## config.mk

```make
export PLATFORM = sky130hd
export DESIGN_NAME = dual_pot_average_deadband_flat
export DESIGN_NICKNAME = d
export VERILOG_FILES = /design/src/rtl/dpad_pkg.sv /design/src/rtl/dpad_sample_if.sv /design/src/rtl/dpad_level_if.sv /design/src/rtl/dpad_regs.sv /design/src/rtl/dpad_accum.sv /design/src/rtl/dpad_divide.sv /design/src/rtl/dpad_level.sv /design/src/rtl/dual_pot_average_deadband.sv /design/src/flat_wrapper.sv
export SDC_FILE = /design/constraint.sdc
export NUM_CORES = 1
export LEC_CHECK = 0
export BUFFER_PORTS_ARGS = -buffer_cell sky130_fd_sc_hd__buf_2
export CAP_MARGIN = 15
export CORE_UTILIZATION = 28
export DETAILED_ROUTE_END_ITERATION = 10
export GPL_TIMING_DRIVEN = 0
export PLACE_DENSITY = 0.51
export REMOVE_ABC_BUFFERS = 1
export SYNTH_ARGS = -nofsm -noshare
export SYNTH_HDL_FRONTEND = slang
export SYNTH_HIERARCHICAL = 1
export SYNTH_SLANG_ARGS = --single-unit
```

## constraint.sdc

```tcl
create_clock -name clk_i -period 13.1 [get_ports clk_i]
set_input_delay 1.31 -clock clk_i [delete_from_list [all_inputs] [get_ports clk_i]]
set_output_delay 1.31 -clock clk_i [all_outputs]
set_load 0.01 [all_outputs]
```

## src/rtl/dpad_pkg.sv

```systemverilog
// Package of the dual pot average with deadband block.
// Holds the fixed field widths, the register map, reset values and shared types.
package dpad_pkg;

  localparam int unsigned SampleW = 12;
  localparam int unsigned LevelW  = 8;
  localparam int unsigned NumCh   = 2;
  localparam int unsigned PdataW  = 32;
  localparam int unsigned PaddrW  = 4;

  localparam logic [LevelW-1:0] DeadbandReset     = 8'd2;
  localparam logic              InvertFirstReset  = 1'b1;
  localparam logic              InvertSecondReset = 1'b0;

  typedef enum logic [1:0] {
    RegDeadband     = 2'd0,
    RegInvertFirst  = 2'd1,
    RegInvertSecond = 2'd2
  } reg_idx_e;

  typedef struct packed {
    logic [LevelW-1:0] deadband;
    logic [NumCh-1:0]  invert;
  } cfg_t;

  typedef struct packed {
    logic valid;
    logic last;
  } stage_ctrl_t;

endpackage

```

## src/rtl/dpad_sample_if.sv

```systemverilog
// Request channel carrying one pair of converter samples.
// Depends on dpad_pkg for the sample width.
interface dpad_sample_if;
  logic                         valid;
  logic                         ready;
  logic [dpad_pkg::SampleW-1:0] first_sample;
  logic [dpad_pkg::SampleW-1:0] second_sample;

  modport source (output valid, output first_sample, output second_sample, input ready);
  modport sink (input valid, input first_sample, input second_sample, output ready);
endinterface

```

## src/rtl/dpad_level_if.sv

```systemverilog
// Result channel carrying both published levels and their change flags.
// Depends on dpad_pkg for the level width.
interface dpad_level_if;
  logic                        valid;
  logic                        ready;
  logic [dpad_pkg::LevelW-1:0] first_level;
  logic [dpad_pkg::LevelW-1:0] second_level;
  logic                        first_changed;
  logic                        second_changed;

  modport source (
    output valid, output first_level, output second_level,
    output first_changed, output second_changed, input ready
  );
  modport sink (
    input valid, input first_level, input second_level,
    input first_changed, input second_changed, output ready
  );
endinterface

```

## src/rtl/dpad_regs.sv

```systemverilog
// APB-style configuration registers: deadband and the two invert bits.
// Depends on dpad_pkg for the register map, reset values and cfg_t.
module dpad_regs (
  input  logic                         clk_i,
  input  logic                         rst_ni,
  input  logic                         psel,
  input  logic                         penable,
  input  logic                         pwrite,
  input  logic [dpad_pkg::PaddrW-1:0]  paddr,
  input  logic [dpad_pkg::PdataW-1:0]  pwdata,
  output logic [dpad_pkg::PdataW-1:0]  prdata,
  output logic                         pready,
  output dpad_pkg::cfg_t               cfg_o
);

  dpad_pkg::cfg_t     cfg_q;
  dpad_pkg::reg_idx_e idx;
  logic               wr_en;

  assign idx    = dpad_pkg::reg_idx_e'(paddr[3:2]);
  assign wr_en  = psel & penable & pwrite;
  assign pready = 1'b1;
  assign cfg_o  = cfg_q;

  always_comb begin
    unique case (idx)
      dpad_pkg::RegDeadband:     prdata = dpad_pkg::PdataW'(cfg_q.deadband);
      dpad_pkg::RegInvertFirst:  prdata = dpad_pkg::PdataW'(cfg_q.invert[0]);
      dpad_pkg::RegInvertSecond: prdata = dpad_pkg::PdataW'(cfg_q.invert[1]);
      default:                   prdata = '0;
    endcase
  end

  always_ff @(posedge clk_i or negedge rst_ni) begin
    if (!rst_ni) begin
      cfg_q.deadband  <= dpad_pkg::DeadbandReset;
      cfg_q.invert[0] <= dpad_pkg::InvertFirstReset;
      cfg_q.invert[1] <= dpad_pkg::InvertSecondReset;
    end else if (wr_en) begin
      unique case (idx)
        dpad_pkg::RegDeadband:     cfg_q.deadband  <= pwdata[dpad_pkg::LevelW-1:0];
        dpad_pkg::RegInvertFirst:  cfg_q.invert[0] <= pwdata[0];
        dpad_pkg::RegInvertSecond: cfg_q.invert[1] <= pwdata[0];
        default: ;
      endcase
    end
  end

endmodule

```

## src/rtl/dpad_accum.sv

```systemverilog
// Accumulate stage: block sample counter and running sums of both channels.
// Depends on dpad_pkg for widths and stage_ctrl_t.
module dpad_accum #(
  parameter int unsigned BLOCK_SAMPLES = 16,
  parameter int unsigned ADC_BITS      = 12,
  localparam int unsigned MaskW = (ADC_BITS < dpad_pkg::SampleW) ? ADC_BITS
                                                                 : dpad_pkg::SampleW,
  localparam int unsigned IdxW  = $clog2(BLOCK_SAMPLES),
  localparam int unsigned SumW  = MaskW + IdxW
) (
  input  logic                                     clk_i,
  input  logic                                     rst_ni,
  input  logic                                     load_i,
  input  logic                                     valid_i,
  input  logic [dpad_pkg::SampleW-1:0]             first_sample_i,
  input  logic [dpad_pkg::SampleW-1:0]             second_sample_i,
  output dpad_pkg::stage_ctrl_t                    ctrl_o,
  output logic [dpad_pkg::NumCh-1:0][SumW-1:0]     sum_o
);

  logic [IdxW-1:0]                          idx_q;
  logic [dpad_pkg::NumCh-1:0][SumW-1:0]     run_q;
  logic [dpad_pkg::NumCh-1:0][SumW-1:0]     blk_q;
  logic [dpad_pkg::NumCh-1:0][SumW-1:0]     total;
  dpad_pkg::stage_ctrl_t                    ctrl_q;
  logic                                     last;
  logic                                     take;

  assign last  = (idx_q == IdxW'(BLOCK_SAMPLES - 1));
  assign take  = load_i & valid_i;
  assign total[0] = run_q[0] + SumW'(first_sample_i[MaskW-1:0]);
  assign total[1] = run_q[1] + SumW'(second_sample_i[MaskW-1:0]);

  assign ctrl_o = ctrl_q;
  assign sum_o  = blk_q;

  always_ff @(posedge clk_i or negedge rst_ni) begin
    if (!rst_ni) begin
      ctrl_q <= '0;
      idx_q  <= '0;
      run_q  <= '0;
    end else begin
      if (load_i) begin
        ctrl_q.valid <= valid_i;
        ctrl_q.last  <= valid_i & last;
      end
      if (take) begin
        if (last) begin
          idx_q <= '0;
          run_q <= '0;
        end else begin
          idx_q <= idx_q + 1'b1;
          run_q <= total;
        end
      end
    end
  end

  always_ff @(posedge clk_i) begin
    if (take) begin
      blk_q <= total;
    end
  end

endmodule

```

## src/rtl/dpad_divide.sv

```systemverilog
// Divide stage: block sum to block average by reciprocal multiply, exact floor.
// Depends on dpad_pkg for widths and stage_ctrl_t.
module dpad_divide #(
  parameter int unsigned BLOCK_SAMPLES = 16,
  parameter int unsigned ADC_BITS      = 12,
  localparam int unsigned MaskW = (ADC_BITS < dpad_pkg::SampleW) ? ADC_BITS
                                                                 : dpad_pkg::SampleW,
  localparam int unsigned IdxW  = $clog2(BLOCK_SAMPLES),
  localparam int unsigned SumW  = MaskW + IdxW
) (
  input  logic                                     clk_i,
  input  logic                                     rst_ni,
  input  logic                                     load_i,
  input  dpad_pkg::stage_ctrl_t                    ctrl_i,
  input  logic [dpad_pkg::NumCh-1:0][SumW-1:0]     sum_i,
  output dpad_pkg::stage_ctrl_t                    ctrl_o,
  output logic [dpad_pkg::NumCh-1:0][MaskW-1:0]    avg_o
);

  localparam int unsigned Shift  = SumW + IdxW;
  localparam int unsigned RecipW = SumW + 1;
  localparam int unsigned ProdW  = SumW + RecipW;
  localparam longint unsigned RecipFull =
    ((64'd1 << Shift) + 64'(BLOCK_SAMPLES) - 64'd1) / 64'(BLOCK_SAMPLES);
  localparam logic [RecipW-1:0] Recip = RecipW'(RecipFull);

  logic [dpad_pkg::NumCh-1:0][ProdW-1:0]  prod;
  logic [dpad_pkg::NumCh-1:0][MaskW-1:0]  avg_q;
  dpad_pkg::stage_ctrl_t                  ctrl_q;

  always_comb begin
    for (int ch = 0; ch < dpad_pkg::NumCh; ch++) begin
      prod[ch] = ProdW'(sum_i[ch]) * ProdW'(Recip);
    end
  end

  assign ctrl_o = ctrl_q;
  assign avg_o  = avg_q;

  always_ff @(posedge clk_i or negedge rst_ni) begin
    if (!rst_ni) begin
      ctrl_q <= '0;
    end else if (load_i) begin
      ctrl_q <= ctrl_i;
    end
  end

  always_ff @(posedge clk_i) begin
    if (load_i && ctrl_i.last) begin
      for (int ch = 0; ch < dpad_pkg::NumCh; ch++) begin
        avg_q[ch] <= MaskW'(prod[ch] >> Shift);
      end
    end
  end

endmodule

```

## src/rtl/dpad_level.sv

```systemverilog
// Level stage: scale to 8 bits, invert, hold filtered values, apply deadband.
// Depends on dpad_pkg for widths, cfg_t and stage_ctrl_t.
module dpad_level #(
  parameter int unsigned ADC_BITS = 12,
  localparam int unsigned MaskW = (ADC_BITS < dpad_pkg::SampleW) ? ADC_BITS
                                                                 : dpad_pkg::SampleW
) (
  input  logic                                               clk_i,
  input  logic                                               rst_ni,
  input  logic                                               load_i,
  input  dpad_pkg::stage_ctrl_t                              ctrl_i,
  input  logic [dpad_pkg::NumCh-1:0][MaskW-1:0]              avg_i,
  input  dpad_pkg::cfg_t                                     cfg_i,
  output logic                                               valid_o,
  output logic [dpad_pkg::NumCh-1:0][dpad_pkg::LevelW-1:0]   level_o,
  output logic [dpad_pkg::NumCh-1:0]                         changed_o
);

  localparam int unsigned LvW   = dpad_pkg::LevelW;
  localparam int unsigned ProdW = MaskW + LvW;

  logic [dpad_pkg::NumCh-1:0][ProdW-1:0] prod;
  logic [dpad_pkg::NumCh-1:0][LvW-1:0]   scaled;
  logic [dpad_pkg::NumCh-1:0][LvW-1:0]   filt_d;
  logic [dpad_pkg::NumCh-1:0][LvW-1:0]   filt_q;
  logic [dpad_pkg::NumCh-1:0][LvW-1:0]   diff;
  logic [dpad_pkg::NumCh-1:0][LvW-1:0]   pub_d;
  logic [dpad_pkg::NumCh-1:0][LvW-1:0]   pub_q;
  logic [dpad_pkg::NumCh-1:0]            chg_d;
  logic [dpad_pkg::NumCh-1:0]            chg_q;
  logic                                  valid_q;

  always_comb begin
    for (int ch = 0; ch < dpad_pkg::NumCh; ch++) begin
      prod[ch]   = {avg_i[ch], {LvW{1'b0}}} - ProdW'(avg_i[ch]);
      scaled[ch] = LvW'(prod[ch] >> ADC_BITS);
      if (cfg_i.invert[ch]) begin
        scaled[ch] = ~scaled[ch];
      end
      filt_d[ch] = ctrl_i.last ? scaled[ch] : filt_q[ch];
      diff[ch]   = (filt_d[ch] > pub_q[ch]) ? (filt_d[ch] - pub_q[ch])
                                            : (pub_q[ch] - filt_d[ch]);
      chg_d[ch]  = (diff[ch] > cfg_i.deadband);
      pub_d[ch]  = chg_d[ch] ? filt_d[ch] : pub_q[ch];
    end
  end

  assign valid_o   = valid_q;
  assign level_o   = pub_q;
  assign changed_o = chg_q;

  always_ff @(posedge clk_i or negedge rst_ni) begin
    if (!rst_ni) begin
      valid_q <= 1'b0;
      filt_q  <= '0;
      pub_q   <= '0;
    end else if (load_i) begin
      valid_q <= ctrl_i.valid;
      if (ctrl_i.valid) begin
        filt_q <= filt_d;
        pub_q  <= pub_d;
      end
    end
  end

  always_ff @(posedge clk_i) begin
    if (load_i && ctrl_i.valid) begin
      chg_q <= chg_d;
    end
  end

endmodule

```

## src/rtl/dual_pot_average_deadband.sv

```systemverilog
// Dual pot average with deadband: top level, stage handshake and register port.
// Depends on dpad_pkg, dpad_sample_if, dpad_level_if, dpad_regs, dpad_accum,
// dpad_divide and dpad_level.
//
// Takes one pair of converter samples per request and returns one result per
// request: both published 8-bit levels and their change flags. Each channel
// averages blocks of BLOCK_SAMPLES samples (low ADC_BITS bits, at most 12),
// scales the average to avg*255/2^ADC_BITS, optionally inverts it, and moves
// the published level to it only when they differ by more than the deadband.
// The datapath has three register stages (accumulate, reciprocal divide,
// scale and deadband) and accepts a new request every cycle unless a stalled
// output has filled all three; the multiply in the divide stage sets the clock
// period. Each stage advances on its own when the next one is empty or moving,
// so bubbles close up while the output stalls. There is no clearing pass after
// reset. Registers: deadband at 0x0, invert_first at 0x4, invert_second at
// 0x8; write only while idle.
module dual_pot_average_deadband #(
  parameter int unsigned BLOCK_SAMPLES = 16,
  parameter int unsigned ADC_BITS      = 12
) (
  input  logic                          clk_i,
  input  logic                          rst_ni,
  dpad_sample_if.sink                   req_i,
  dpad_level_if.source                  rsp_o,
  input  logic                          psel,
  input  logic                          penable,
  input  logic                          pwrite,
  input  logic [dpad_pkg::PaddrW-1:0]   paddr,
  input  logic [dpad_pkg::PdataW-1:0]   pwdata,
  output logic [dpad_pkg::PdataW-1:0]   prdata,
  output logic                          pready
);

  localparam int unsigned MaskW = (ADC_BITS < dpad_pkg::SampleW) ? ADC_BITS
                                                                 : dpad_pkg::SampleW;
  localparam int unsigned SumW  = MaskW + $clog2(BLOCK_SAMPLES);

  dpad_pkg::cfg_t                                           cfg;
  dpad_pkg::stage_ctrl_t                                    acc_ctrl;
  dpad_pkg::stage_ctrl_t                                    div_ctrl;
  logic [dpad_pkg::NumCh-1:0][SumW-1:0]                     acc_sum;
  logic [dpad_pkg::NumCh-1:0][MaskW-1:0]                    div_avg;
  logic [dpad_pkg::NumCh-1:0][dpad_pkg::LevelW-1:0]         level;
  logic [dpad_pkg::NumCh-1:0]                               changed;
  logic                                                     out_valid;
  logic                                                     acc_load;
  logic                                                     div_load;
  logic                                                     lvl_load;

  assign lvl_load    = ~out_valid | rsp_o.ready;
  assign div_load    = ~div_ctrl.valid | lvl_load;
  assign acc_load    = ~acc_ctrl.valid | div_load;
  assign req_i.ready = acc_load;

  assign rsp_o.valid          = out_valid;
  assign rsp_o.first_level    = level[0];
  assign rsp_o.second_level   = level[1];
  assign rsp_o.first_changed  = changed[0];
  assign rsp_o.second_changed = changed[1];

  dpad_regs u_regs (
    .clk_i   (clk_i),
    .rst_ni  (rst_ni),
    .psel    (psel),
    .penable (penable),
    .pwrite  (pwrite),
    .paddr   (paddr),
    .pwdata  (pwdata),
    .prdata  (prdata),
    .pready  (pready),
    .cfg_o   (cfg)
  );

  dpad_accum #(
    .BLOCK_SAMPLES (BLOCK_SAMPLES),
    .ADC_BITS      (ADC_BITS)
  ) u_accum (
    .clk_i           (clk_i),
    .rst_ni          (rst_ni),
    .load_i          (acc_load),
    .valid_i         (req_i.valid),
    .first_sample_i  (req_i.first_sample),
    .second_sample_i (req_i.second_sample),
    .ctrl_o          (acc_ctrl),
    .sum_o           (acc_sum)
  );

  dpad_divide #(
    .BLOCK_SAMPLES (BLOCK_SAMPLES),
    .ADC_BITS      (ADC_BITS)
  ) u_divide (
    .clk_i  (clk_i),
    .rst_ni (rst_ni),
    .load_i (div_load),
    .ctrl_i (acc_ctrl),
    .sum_i  (acc_sum),
    .ctrl_o (div_ctrl),
    .avg_o  (div_avg)
  );

  dpad_level #(
    .ADC_BITS (ADC_BITS)
  ) u_level (
    .clk_i     (clk_i),
    .rst_ni    (rst_ni),
    .load_i    (lvl_load),
    .ctrl_i    (div_ctrl),
    .avg_i     (div_avg),
    .cfg_i     (cfg),
    .valid_o   (out_valid),
    .level_o   (level),
    .changed_o (changed)
  );

endmodule

```

## src/flat_wrapper.sv

```systemverilog
// flat-port wrapper written by rule: the top's interface ports become plain ports
module dual_pot_average_deadband_flat 
#(
  parameter int unsigned BLOCK_SAMPLES = 16,
  parameter int unsigned ADC_BITS      = 12
)
  (clk_i, rst_ni, psel, penable, pwrite, paddr, pwdata, prdata, pready, req_i_valid, req_i_first_sample, req_i_second_sample, req_i_ready, rsp_o_valid, rsp_o_first_level, rsp_o_second_level, rsp_o_first_changed, rsp_o_second_changed, rsp_o_ready);
  dpad_sample_if req_i_i ();
  dpad_level_if rsp_o_i ();
  input  logic clk_i;
  input  logic rst_ni;
  input  logic psel;
  input  logic penable;
  input  logic pwrite;
  input  logic [dpad_pkg::PaddrW-1:0] paddr;
  input  logic [dpad_pkg::PdataW-1:0] pwdata;
  output logic [dpad_pkg::PdataW-1:0] prdata;
  output logic pready;
  input wire logic [$bits(req_i_i.valid)-1:0] req_i_valid;
  input wire logic [$bits(req_i_i.first_sample)-1:0] req_i_first_sample;
  input wire logic [$bits(req_i_i.second_sample)-1:0] req_i_second_sample;
  output wire logic [$bits(req_i_i.ready)-1:0] req_i_ready;
  output wire logic [$bits(rsp_o_i.valid)-1:0] rsp_o_valid;
  output wire logic [$bits(rsp_o_i.first_level)-1:0] rsp_o_first_level;
  output wire logic [$bits(rsp_o_i.second_level)-1:0] rsp_o_second_level;
  output wire logic [$bits(rsp_o_i.first_changed)-1:0] rsp_o_first_changed;
  output wire logic [$bits(rsp_o_i.second_changed)-1:0] rsp_o_second_changed;
  input wire logic [$bits(rsp_o_i.ready)-1:0] rsp_o_ready;
  assign req_i_i.valid = req_i_valid;
  assign req_i_i.first_sample = req_i_first_sample;
  assign req_i_i.second_sample = req_i_second_sample;
  assign req_i_ready = req_i_i.ready;
  assign rsp_o_valid = rsp_o_i.valid;
  assign rsp_o_first_level = rsp_o_i.first_level;
  assign rsp_o_second_level = rsp_o_i.second_level;
  assign rsp_o_first_changed = rsp_o_i.first_changed;
  assign rsp_o_second_changed = rsp_o_i.second_changed;
  assign rsp_o_i.ready = rsp_o_ready;
  dual_pot_average_deadband #(.BLOCK_SAMPLES(BLOCK_SAMPLES), .ADC_BITS(ADC_BITS)) u_core (.clk_i(clk_i), .rst_ni(rst_ni), .req_i(req_i_i), .rsp_o(rsp_o_i), .psel(psel), .penable(penable), .pwrite(pwrite), .paddr(paddr), .pwdata(pwdata), .prdata(prdata), .pready(pready));
endmodule
```

==> results.py <==
metrics = {
    "run_status": {
        "status": "finished clean",
    },
    "die": {
        "dieArea_sq_um": 32600,
        "die_w_um": 181,
        "core_sq_um": 31500,
        "rows": 65,
        "dieHeight_um": 181,
        "start_util": 0.284,
        "pin_count": 120,
    },
    "place": {
        "io_buffers": 68,
        "place_area_sq_um": 9610,
        "gp_congestion": 0.827,
        "dp_cells": 1297,
        "post-place-ws_ns": 6.38,
        "hpwl_um": 14200,
    },
    "finish": {
        "seq_area_sq_um": 3580,
        "fin_area_sq_um": 10200,
        "drive_above_1_share": 0.186,
        "final_cells": 1329,
        "nets": 1066,
        "fillCellCount": 3229,
        "n_antenna_cell": 0,
        "multi_input_area_sq_um": 4910,
        "syn_to_final_growth_pct": 13.9,
    },
    "critical_path": {
        "cp-end-kind": "register",
        "critPathLaunch": "u_core/u_divide/avg_o[15]",
        "critical_path_class": "reg2reg",
        "r2r_cells": 18,
        "worstPathMaxFanout": 9,
        "start_kind": "register",
        "cp.required_ns": 13.40,
        "crit_arrival_ns": 7.00,
        "r2r-start": "u_core/u_divide/avg_o[15]",
    },
    "synth": {
        "netlist_area_sq_um": 8930,
        "postSynthCellCount": 855,
        "synth.avg_cell_area_sq_um": 10.4,
        "yosysWarnings": 6,
    },
    "timing": {
        "worstMarginPinSlew_ns": 0.998,
        "finClkSkew_ns": 0.0109,
        "tns_ns": 0,
        "finalMaxSlewViolations": 0,
        "rsz0062_at_grt": "false",
        "slew_headroom": 0.335,
        "min_period_ns": 6.69,
        "post-route-period-util": 0.511,
        "fmax_mhz": 149,
        "final_hold_viol_count": 0,
        "finalSetupViolations": 0,
        "fin_ws_ns": 6.41,
    },
    "power_and_ir_drop": {
        "power_leakage_nw": 4.43,
        "p_sw_frac": 0.419,
        "p_int_mw": 1.53,
        "p_switching_mw": 1.10,
        "p_clk_frac": 0.175,
        "total_power_mw": 2.63,
        "ir_drop_mv": 0.108,
        "pwr-share-comb": 0.558,
        "power_density_nw_per_um2": 258,
        "seq_power_share": 0.267,
    },
    "clocking": {
        "ctsHoldBuffers": 0,
        "cts_max_level": 4,
        "cts_buffer_depth": 2,
        "cts-root-buf": "clkbuf_16",
        "clkSinkCount": 133,
        "cts_buffers": 17,
        "cts_resized": 0,
        "post_cts_buffers": 0,
        "clk_latency_ns": 0.43,
        "clkTransAtPathRegs_ns": 0.06,
        "cts_tree": "yes",
    },
    "global_route": {
        "grt_max_degree": 48,
        "globalRouteTotalUtil": 0.122,
        "grt_pass1_wl_um": 31700,
        "grt_pass1_vias": 6128,
        "overflow": 0,
        "grt_antenna_before_repair": 0,
    },
    "routing": {
        "wire_per_inst_um": 14.3,
        "antenna_left": 0,
        "first_pass_iters": 4,
        "num_vias": 6198,
        "route.detailed.drc": 0,
        "drtIter0Drc": 339,
        "wl_um": 19000,
        "via_per_inst": 4.66,
    },
    "min_path": {
        "whs_path_depth": 0,
        "worstHoldPathType": "reg2reg",
        "hp-start": "u_core/u_accum/sum_o[12]",
    },
    "run": {
        "drv_cap": 0,
    },
}
-- per-stage QoR --
step / hold slack (ns) / utilization
detailed placement: 0.405 / 0.305
floorplan: 0.400 / -
finish: 0.419 / 0.323
global route: 0.421 / 0.323
CTS: 0.419 / 0.323
global placement: 0.404 / 0.304
-- routing by layer --
| metal | GRT usage | share of wire | vias to the layer above |
|---|---|---|---|
| met2 | 0.204 | 0.47 | 92 |
| met1 | 0.159 | 0.49 | 2950 |
| met3 | 0.0257 | 0.030 | 10 |
| met4 | 0.0308 | 0.0065 | 0 |
| li1 | - | - | 3146 |
| met5 | 0 | 0 | - |
-- layout make-up --
cell class / instances / share of cell area
inverter: 63 / 0.0232
tap: 402 / 0.0494
clock inverter: 15 / 0.0137
timing repair buffer: 70 / 0.0375
clock buffer: 17 / 0.0418
multi-input combinational: 629 / 0.482
sequential: 133 / 0.352
-- power by group through the flow --
| stage | Combinational (mW) | Sequential [mW] | Clock, mW |
|---|---|---|---|
| 2_1_floorplan | 1.16 | 0.688 | 0 |
| 3_3_place_gp | 1.45 | 0.707 | 0 |
| 3_5_place_dp | 1.47 | 0.711 | 0 |
| 4_1_cts | 1.48 | 0.704 | 0.476 |
| 5_1_grt | 1.65 | 0.721 | 0.494 |
| 6_report | 1.47 | 0.702 | 0.460 |
-- cells in the final DEF (no fill, tap or decap), drive strengths merged, types with 6 or more instances in the layout --
cell	count
mux2i	23
a21oi	41
nor2	28
xnor2	46
mux2	40
nand4	10
a31o	8
nand3	21
a211oi	11
nor2b	7
nor3	13
xor2	26
a2111oi	6
nand2b	6
a21o	17
edfxtp	50
nand2	64
buf	70
clkbuf	17
o21ai	46
o21a	6
dfrtp	81
a22o	14
inv	72
fa	6
conb	25
a31oi	7
ha	79
and2	19
-- critical path, cell delays in order (launching register included) --
cell and delay [ns]:
edfxtp_1 0.40, ha_1 0.58, nand4_1 0.29, o21bai_4 0.30, a2111oi_4 0.09, xnor2_1 0.32, mux2i_2 0.15, ha_1 0.44
a211oi_1 0.28, o21bai_1 0.16, o22ai_1 0.79, mux2_2 0.41, a211oi_1 0.27, xnor2_1 0.14, ha_1 0.30, and4_1 0.26
a221oi_1 0.14, a311oi_2 0.83, mux2_2 0.42
-- flip-flops by register name (all words and copies together) (netlist names), 4 cells and up --
signal                  flops
u_core/u_level/level_o     16
u_core/u_accum/sum_o       24
u_core/u_divide/avg_o      24
u_core/u_level/filt_q      16
u_core/u_regs/cfg_o        10
u_core/u_accum/idx_q        4
u_core/u_accum/run_q       32
-- worst paths after layout --
kind                            slack (ns)                        end
worst max register to register        6.41  u_core/u_level/level_o[8]
min in group asynchronous             0.89    u_core/u_accum/run_q[7]
worst min-delay path                  0.42   u_core/u_divide/avg_o[8]
max in group asynchronous            11.53     u_core/u_regs/cfg_o[3]
worst min register to register        0.42   u_core/u_divide/avg_o[8]
worst max-delay path                  6.41  u_core/u_level/level_o[8]
Power figures use the tool's default switching activity.
